===== config.mk =====
export PLATFORM = sky130hd
export DESIGN_NAME = mux_frame_deframer_rx_queue_flat
export DESIGN_NICKNAME = d
export VERILOG_FILES = /design/src/hdl/mfdrq_pkg.sv /design/src/hdl/mfdrq_req_if.sv /design/src/hdl/mfdrq_rsp_if.sv /design/src/hdl/mux_frame_deframer_rx_queue.sv /design/src/flat_wrapper.sv
export SDC_FILE = /design/constraint.sdc
export NUM_CORES = 2
export LEC_CHECK = 0
export BUFFER_PORTS_ARGS = -buffer_cell sky130_fd_sc_hd__buf_2
export CORE_AREA = 5 5 497 499
export CTS_CLUSTER_SIZE = 8
export DETAILED_ROUTE_END_ITERATION = 7
export DIE_AREA = 0 0 502 504
export GPL_TIMING_DRIVEN = 0
export MAX_ROUTING_LAYER = met4
export SLEW_MARGIN = 20
export SYNTH_ARGS = -nofsm -noshare
export SYNTH_HDL_FRONTEND = slang
export SYNTH_SLANG_ARGS = --single-unit

===== constraint.sdc =====
create_clock -name clk -period 8.9 [get_ports clk]
set_input_delay 2.67 -clock clk [delete_from_list [all_inputs] [get_ports clk]]
set_output_delay 2.67 -clock clk [all_outputs]
set_load 0.02 [all_outputs]

===== src/hdl/mfdrq_pkg.sv =====
// Shared types and constants for the multiplexed frame deframer with receive queue.
`timescale 1ns / 1ps

package mfdrq_pkg;

    localparam int QUEUE_DEPTH_DEFAULT = 256;

    localparam logic [7:0] SOF_BYTE  = 8'hBF;
    localparam logic [7:0] LINK_NONE = 8'hFF;

    // Command codes carried on the request channel.
    localparam logic [1:0] CMD_LINK_BYTE = 2'd0;
    localparam logic [1:0] CMD_DEQUEUE   = 2'd1;
    localparam logic [1:0] CMD_CLEAR     = 2'd2;
    localparam logic [1:0] CMD_NOP       = 2'd3;

    typedef struct packed {
        logic       payload_valid;
        logic [7:0] payload_byte;
        logic [7:0] frame_link;
        logic       dropped;
        logic       read_valid;
        logic [7:0] read_data;
    } rsp_t;

endpackage


===== src/hdl/mfdrq_req_if.sv =====
// Request channel: command and link byte with a valid/ready handshake.
`timescale 1ns / 1ps

interface mfdrq_req_if;
    logic       valid;
    logic       ready;
    logic [1:0] cmd;
    logic [7:0] line_byte;

    modport source (output valid, output cmd, output line_byte, input ready);
    modport sink (input valid, input cmd, input line_byte, output ready);
endinterface


===== src/hdl/mfdrq_rsp_if.sv =====
// Result channel: payload echo, frame link and dequeue data with a valid/ready handshake.
`timescale 1ns / 1ps

interface mfdrq_rsp_if;
    logic       valid;
    logic       ready;
    logic       payload_valid;
    logic [7:0] payload_byte;
    logic [7:0] frame_link;
    logic       dropped;
    logic       read_valid;
    logic [7:0] read_data;

    modport source (
        output valid, output payload_valid, output payload_byte, output frame_link,
        output dropped, output read_valid, output read_data, input ready
    );
    modport sink (
        input valid, input payload_valid, input payload_byte, input frame_link,
        input dropped, input read_valid, input read_data, output ready
    );
endinterface


===== src/hdl/mux_frame_deframer_rx_queue.sv =====
// Top level: frame deframer state machine with a ring queue of received payload bytes.
//
//   channel | dir | beat contents
//   --------+-----+--------------------------------------------------------------
//   req     | in  | cmd, line_byte
//   rsp     | out | payload_valid, payload_byte, frame_link, dropped,
//           |     | read_valid, read_data
//
// One request beat is taken per cycle while the result stage can pass its beat on.
// Accepting a beat updates the deframer and the queue and reads the queue memory
// into a register; the output register then holds the finished result for the output port.
// A result stage and an output register let a new beat in while a result waits.
// Reset returns the deframer to hunting for a start byte and empties the queue.
`timescale 1ns / 1ps

module mux_frame_deframer_rx_queue #(
    parameter int QUEUE_DEPTH = mfdrq_pkg::QUEUE_DEPTH_DEFAULT
) (
    input  logic        clk,
    input  logic        rst_n,
    mfdrq_req_if.sink   req,
    mfdrq_rsp_if.source rsp
);
    import mfdrq_pkg::*;

    localparam int PTR_W = $clog2(QUEUE_DEPTH);
    localparam logic [PTR_W-1:0] PTR_LAST = PTR_W'(QUEUE_DEPTH - 1);

    typedef enum logic [2:0] {
        PH_WAIT,
        PH_LINK,
        PH_FLAGS,
        PH_LEN,
        PH_PAYLOAD,
        PH_FOOTER
    } phase_t;

    phase_t           phase_reg, phase_next;
    logic [7:0]       left_reg, left_next;
    logic [7:0]       link_reg, link_next;
    logic [PTR_W-1:0] wr_ptr_reg, wr_ptr_next;
    logic [PTR_W-1:0] rd_ptr_reg, rd_ptr_next;
    logic [PTR_W-1:0] wr_ptr_inc, rd_ptr_inc;

    logic [7:0]       queue_mem [QUEUE_DEPTH];
    logic [7:0]       rd_data_reg;

    logic             accept;
    logic             do_write;
    logic             do_read;
    logic             queue_empty;
    logic             queue_full;

    rsp_t             res_next;
    rsp_t             res_reg;
    logic             res_valid_reg;
    rsp_t             out_reg;
    logic             out_valid_reg;
    logic             move;
    rsp_t             res_done;

    assign wr_ptr_inc  = (wr_ptr_reg == PTR_LAST) ? '0 : wr_ptr_reg + 1'b1;
    assign rd_ptr_inc  = (rd_ptr_reg == PTR_LAST) ? '0 : rd_ptr_reg + 1'b1;
    assign queue_empty = (wr_ptr_reg == rd_ptr_reg);
    assign queue_full  = (wr_ptr_inc == rd_ptr_reg);

    assign move      = res_valid_reg && (!out_valid_reg || rsp.ready);
    assign req.ready = !res_valid_reg || move;
    assign accept    = req.valid && req.ready;

    always_comb
    begin
        phase_next  = phase_reg;
        left_next   = left_reg;
        link_next   = link_reg;
        wr_ptr_next = wr_ptr_reg;
        rd_ptr_next = rd_ptr_reg;
        do_write    = 1'b0;
        do_read     = 1'b0;
        res_next    = '0;

        unique case (req.cmd)
            CMD_LINK_BYTE:
            begin
                case (phase_reg)
                    PH_LINK:
                    begin
                        link_next  = req.line_byte;
                        phase_next = PH_FLAGS;
                    end
                    PH_FLAGS:
                    begin
                        phase_next = PH_LEN;
                    end
                    PH_LEN:
                    begin
                        left_next  = req.line_byte;
                        phase_next = (req.line_byte == 8'd0) ? PH_FOOTER : PH_PAYLOAD;
                    end
                    PH_PAYLOAD:
                    begin
                        res_next.payload_valid = 1'b1;
                        res_next.payload_byte  = req.line_byte;
                        if (queue_full)
                        begin
                            res_next.dropped = 1'b1;
                        end
                        else
                        begin
                            do_write    = 1'b1;
                            wr_ptr_next = wr_ptr_inc;
                        end
                        left_next = left_reg - 8'd1;
                        if (left_reg == 8'd1)
                        begin
                            phase_next = PH_FOOTER;
                        end
                    end
                    PH_FOOTER:
                    begin
                        phase_next = PH_WAIT;
                        link_next  = LINK_NONE;
                    end
                    default:
                    begin
                        phase_next = (req.line_byte == SOF_BYTE) ? PH_LINK : PH_WAIT;
                    end
                endcase
            end
            CMD_DEQUEUE:
            begin
                if (!queue_empty)
                begin
                    do_read     = 1'b1;
                    rd_ptr_next = rd_ptr_inc;
                end
            end
            CMD_CLEAR:
            begin
                wr_ptr_next = '0;
                rd_ptr_next = '0;
            end
            CMD_NOP:
            begin
            end
            default:
            begin
            end
        endcase

        res_next.frame_link = link_next;
        res_next.read_valid = do_read;
    end

    // The dequeued byte arrives from the memory in the cycle after the request beat.
    always_comb
    begin
        res_done           = res_reg;
        res_done.read_data = res_reg.read_valid ? rd_data_reg : 8'd0;
    end

    always_ff @(posedge clk or negedge rst_n)
    begin
        if (!rst_n)
        begin
            phase_reg     <= PH_WAIT;
            left_reg      <= 8'd0;
            link_reg      <= LINK_NONE;
            wr_ptr_reg    <= '0;
            rd_ptr_reg    <= '0;
            res_valid_reg <= 1'b0;
            out_valid_reg <= 1'b0;
        end
        else
        begin
            if (accept)
            begin
                phase_reg  <= phase_next;
                left_reg   <= left_next;
                link_reg   <= link_next;
                wr_ptr_reg <= wr_ptr_next;
                rd_ptr_reg <= rd_ptr_next;
            end
            if (accept)
            begin
                res_valid_reg <= 1'b1;
            end
            else if (move)
            begin
                res_valid_reg <= 1'b0;
            end
            if (move)
            begin
                out_valid_reg <= 1'b1;
            end
            else if (rsp.ready)
            begin
                out_valid_reg <= 1'b0;
            end
        end
    end

    always_ff @(posedge clk)
    begin
        if (accept)
        begin
            res_reg <= res_next;
        end
        if (move)
        begin
            out_reg <= res_done;
        end
    end

    always_ff @(posedge clk)
    begin
        if (accept && do_write)
        begin
            queue_mem[wr_ptr_reg] <= req.line_byte;
        end
        if (accept && do_read)
        begin
            rd_data_reg <= queue_mem[rd_ptr_reg];
        end
    end

    assign rsp.valid         = out_valid_reg;
    assign rsp.payload_valid = out_reg.payload_valid;
    assign rsp.payload_byte  = out_reg.payload_byte;
    assign rsp.frame_link    = out_reg.frame_link;
    assign rsp.dropped       = out_reg.dropped;
    assign rsp.read_valid    = out_reg.read_valid;
    assign rsp.read_data     = out_reg.read_data;

endmodule

===== src/flat_wrapper.sv =====
// flat-port wrapper written by rule: the top's interface ports become plain ports
module mux_frame_deframer_rx_queue_flat import mfdrq_pkg::*;
#(
    parameter int QUEUE_DEPTH = mfdrq_pkg::QUEUE_DEPTH_DEFAULT
)
  (clk, rst_n, req_valid, req_cmd, req_line_byte, req_ready, rsp_valid, rsp_payload_valid, rsp_payload_byte, rsp_frame_link, rsp_dropped, rsp_read_valid, rsp_read_data, rsp_ready);
  mfdrq_req_if req_i ();
  mfdrq_rsp_if rsp_i ();
  input  logic clk;
  input  logic rst_n;
  input wire logic [$bits(req_i.valid)-1:0] req_valid;
  input wire logic [$bits(req_i.cmd)-1:0] req_cmd;
  input wire logic [$bits(req_i.line_byte)-1:0] req_line_byte;
  output wire logic [$bits(req_i.ready)-1:0] req_ready;
  output wire logic [$bits(rsp_i.valid)-1:0] rsp_valid;
  output wire logic [$bits(rsp_i.payload_valid)-1:0] rsp_payload_valid;
  output wire logic [$bits(rsp_i.payload_byte)-1:0] rsp_payload_byte;
  output wire logic [$bits(rsp_i.frame_link)-1:0] rsp_frame_link;
  output wire logic [$bits(rsp_i.dropped)-1:0] rsp_dropped;
  output wire logic [$bits(rsp_i.read_valid)-1:0] rsp_read_valid;
  output wire logic [$bits(rsp_i.read_data)-1:0] rsp_read_data;
  input wire logic [$bits(rsp_i.ready)-1:0] rsp_ready;
  assign req_i.valid = req_valid;
  assign req_i.cmd = req_cmd;
  assign req_i.line_byte = req_line_byte;
  assign req_ready = req_i.ready;
  assign rsp_valid = rsp_i.valid;
  assign rsp_payload_valid = rsp_i.payload_valid;
  assign rsp_payload_byte = rsp_i.payload_byte;
  assign rsp_frame_link = rsp_i.frame_link;
  assign rsp_dropped = rsp_i.dropped;
  assign rsp_read_valid = rsp_i.read_valid;
  assign rsp_read_data = rsp_i.read_data;
  assign rsp_i.ready = rsp_ready;
  mux_frame_deframer_rx_queue #(.QUEUE_DEPTH(QUEUE_DEPTH)) u_core (.clk(clk), .rst_n(rst_n), .req(req_i), .rsp(rsp_i));
endmodule

==> metrics.yaml <==
status:
  status: "finished, violations left"
  violations: "DRC, capacitance limit"
clocking:
  cts_sinks: 2139
  ctsHoldBuffers: 0
  clk_latency_ps: 1000
  cts_tree: "built"
  numCtsBuffers: 318
  clockBufferDepth: 4
  clk_pin_slew_ps: 60
  htree_levels: 5
  cts-root-buf: "clkbuf_16"
  cts_resized: 0
  post-cts-setup-buffer-count: 0
synthesis:
  ys.flop_type: "edfxtp_1"
  synth_nets: 4288
  synth_top_area_share_pct: 74.8
  ys_seq_area_share_pct: 75.9
  yosysTopAreaCell: "edfxtp_1"
  synth.avg_cell_area_sq_um: 19.8
  synth-async-reset-ratio_pct: 1.73
  synth.distinct_cells: 83
  postSynthCellCount: 4267
  synth_area_leaders: "edfxtp_1 75%, mux4_2 10%, mux2i_1 3.4%"
  yosysWarnings: 0
  synth_area_sq_um: 84400
  synth-edff-count: 2102
  ys_ff_latch: 2139
critical_path:
  r2r_start: "u_core.rd_ptr_reg[1]$_DFFE_PN0P_"
  timing.rr.end: "u_core.rd_data_reg[2]$_DFFE_PP_"
  worst-setup-path-type: "reg -> reg"
  cp_num_buf_inv: 5
  worstPathMaxFanout: 11
  required_ps: 9280
  critical_path_arrival_ps: 7870
  rrSetupSlack_ps: 1410
  critical-path-top-delay-family: "buffers and inverters"
  cp_common_cell: "buf_2"
  endpoint: "u_core.rd_data_reg[2]$_DFFE_PP_"
  endpoint_kind: "flip-flop"
  worstSetupStartpoint: "u_core.rd_ptr_reg[1]$_DFFE_PN0P_"
  critPathLaunchType: "flip-flop"
  critPathMaxStageDelay_ps: 960
  path_depth: 10
  worstPathCellList: "buf_2, buf_2, buf_2, buf_2, buf_2, mux4_2, a22oi_1, a21oi_1, o41ai_1, nand4_1"
  cp_slowest_cell: "o41ai_1"
  reg2reg_depth: 10
sta:
  period_needed_ps: 7490
  rsz0062_at_grt: "no"
  slew_viol_final: 0
  fmax_ghz: 0.133
  maxSlewHeadroom_pct: 2.30
  fin_crit_sh_pct: 84.2
  setup_viol: 0
  skew_ps: 104
  fin_tns_setup_ps: 0
  tightest_slew_ps: 1460
  setup_ws_ps: 1410
  hold_violations: 0
routing:
  drc: 1
  post_drt_via_cell_ratio: 6.31
  dr.pass1.iters: 8
  vias: 50100
  drt_iter0_drc: 9450
  wire_per_inst_um: 41.4
  wirelength_um: 329000
  final_antenna_net_count: 0
floorplanning:
  floorplan.initialDensity_pct: 34.8
  rows: 181
  die_area_sq_um: 253000
  core_sq_um: 242000
  fp.dieW_um: 502
  ioPinCount: 43
  die_y_um: 504
global_routing:
  grt_usage_pct: 26.1
  grt_pass1_vias: 47300
  grt.overflow.total: 0
  grt_pass1_wl_um: 430000
  grt_max_degree: 122
  antenna_found_initial: 28
cells_and_area:
  top_register: "u_core.queue_mem"
  fin_area_sq_um: 98200
  final_cell_count_no_fill: 7947
  fillCellCount: 21100
  multi_input_area_sq_um: 18700
  drive_above_1_share_pct: 22.6
  largest_reg_flops: 2048
  synthToLayoutAreaGrowth_pct: 16.4
  nets: 4694
  seqCellArea_sq_um: 64100
power_and_ir_drop:
  p_total_mw: 26.9
  ir_drop_v: 0.000253
  leakage_nw: 30.5
  power_density_nw_per_um2: 274
placement:
  port_buffers: 41
  place_hpwl_um: 211000
  place_inst: 7555
  dpl_cell_area_sq_um: 89800
  gp_congestion: 1.02
  dp_slack_ps: 1680
run:
  maxCapViolations: 1
min_path:
  min_path_type: "reg -> reg"
Yosys cell counts, types with 9 or more instances:
cell      instances
edfxtp_1       2102
mux4_2          381
nor2_1          335
mux2i_1         290
clkbuf_1        105
a21oi_1          98
nand2_1          92
o221ai_1         72
o21ai_0          71
buf_2            61
a22oi_1          60
a221oi_1         47
o22ai_1          43
buf_6            42
nand3_1          37
nor3_1           37
buf_4            34
dfrtp_1          29
and2_1           23
mux2_2           19
inv_1            16
buf_1            15
nor4_1           15
a221o_1          14
nor2b_1          14
a211oi_1         13
nand4_1          13
nand4_4          13
a31oi_1          12
o211ai_1         11
xnor2_1          11
a22o_1           10
nand2b_1          9
o31ai_1           9
cells by family (layout without fill, tap and decap cells):
group / Yosys count / after routing / synth area share (%)
DFF: 2139 / 2139 / 75.9
muxes: 697 / 697 / 14.1
and+or+nand+nor: 613 / 613 / 3.44
AOI/OAI and AO/OA: 514 / 514 / 4.33
buffers and inverters: 282 / 737 / 1.95
xor gates and xnor gates: 15 / 15 / 0.156
adders and majority gates: 7 / 7 / 0.104
other: 0 / 23 / 0
routing by layer:
metal,global-route usage (%),vias to the layer above,routed length [um]
met4,16.5,0,25200
met1,31.7,26100,115000
met5,-,-,0
met2,36.2,4472,141000
li1,-,18400,-
met3,10.5,1114,48700
cell usage in the layout, fill, tap and decap left out, types with 60 or more instances in the layout:
cell       count
o221ai_1      72
a21oi_1       98
clkbuf_1      90
mux2i_1      290
clkbuf_16    323
o21ai_0       71
nand2_1       92
buf_2        109
a22oi_1       60
mux4_2       381
nor2_1       330
edfxtp_1    2102
worst register-to-register path: stages (launching register included):
cell and delay [ps]:
dfrtp_1 500, buf_2 410, buf_2 520, buf_2 760
buf_2 920, buf_2 900, mux4_2 490, a22oi_1 350
a21oi_1 190, o41ai_1 960, nand4_1 920
report_power, final:
part           internal [mW]  switching (mW)  total (mW)
clock                   6.41            4.16        10.6
sequential              11.2          0.0544        11.2
combinational           1.52            3.54        5.07
total                   19.1            7.76        26.9
through the flow:
step           utilization [%]  hold slack (ps)
5_1_grt                   40.6              422
3_3_place_gp              36.6              406
6_report                  40.6              416
3_5_place_dp              37.1              405
2_1_floorplan                -              400
4_1_cts                   40.5              417
worst min path at each step:
stage | cells past startpoint | to | from | slack (ps)
after floorplan | 0 | u_core.rsp.dropped$_DFFE_PP_ | u_core.res_done[9]$_SDFFCE_PN0P_ | 400
after global placement | 0 | u_core.rsp.payload_byte[4]$_DFFE_PP_ | u_core.res_done[22]$_SDFFCE_PN0P_ | 410
after detailed placement | 0 | u_core.rsp.payload_valid$_DFFE_PP_ | u_core.res_done[26]$_SDFFCE_PP0P_ | 400
after CTS | 0 | u_core.rsp.payload_valid$_DFFE_PP_ | u_core.res_done[26]$_SDFFCE_PP0P_ | 420
after global routing | 0 | u_core.rsp.frame_link[4]$_DFFE_PP_ | u_core.res_done[14]$_DFFE_PP_ | 420
final | 0 | u_core.rsp.frame_link[4]$_DFFE_PP_ | u_core.res_done[14]$_DFFE_PP_ | 420
area by class of cell:
type                       instances  share of cell area, %
antenna                           23                 0.0586
buffer                           262                   1.68
clock buffer                     356                   8.36
clock inverter                    13                  0.132
inverter                          20                 0.0764
multi-input combinational       1846                   19.0
sequential                      2139                   65.2
tap                             3202                   4.08
timing repair buffer              86                   1.36
Power figures use the tool's default switching activity.
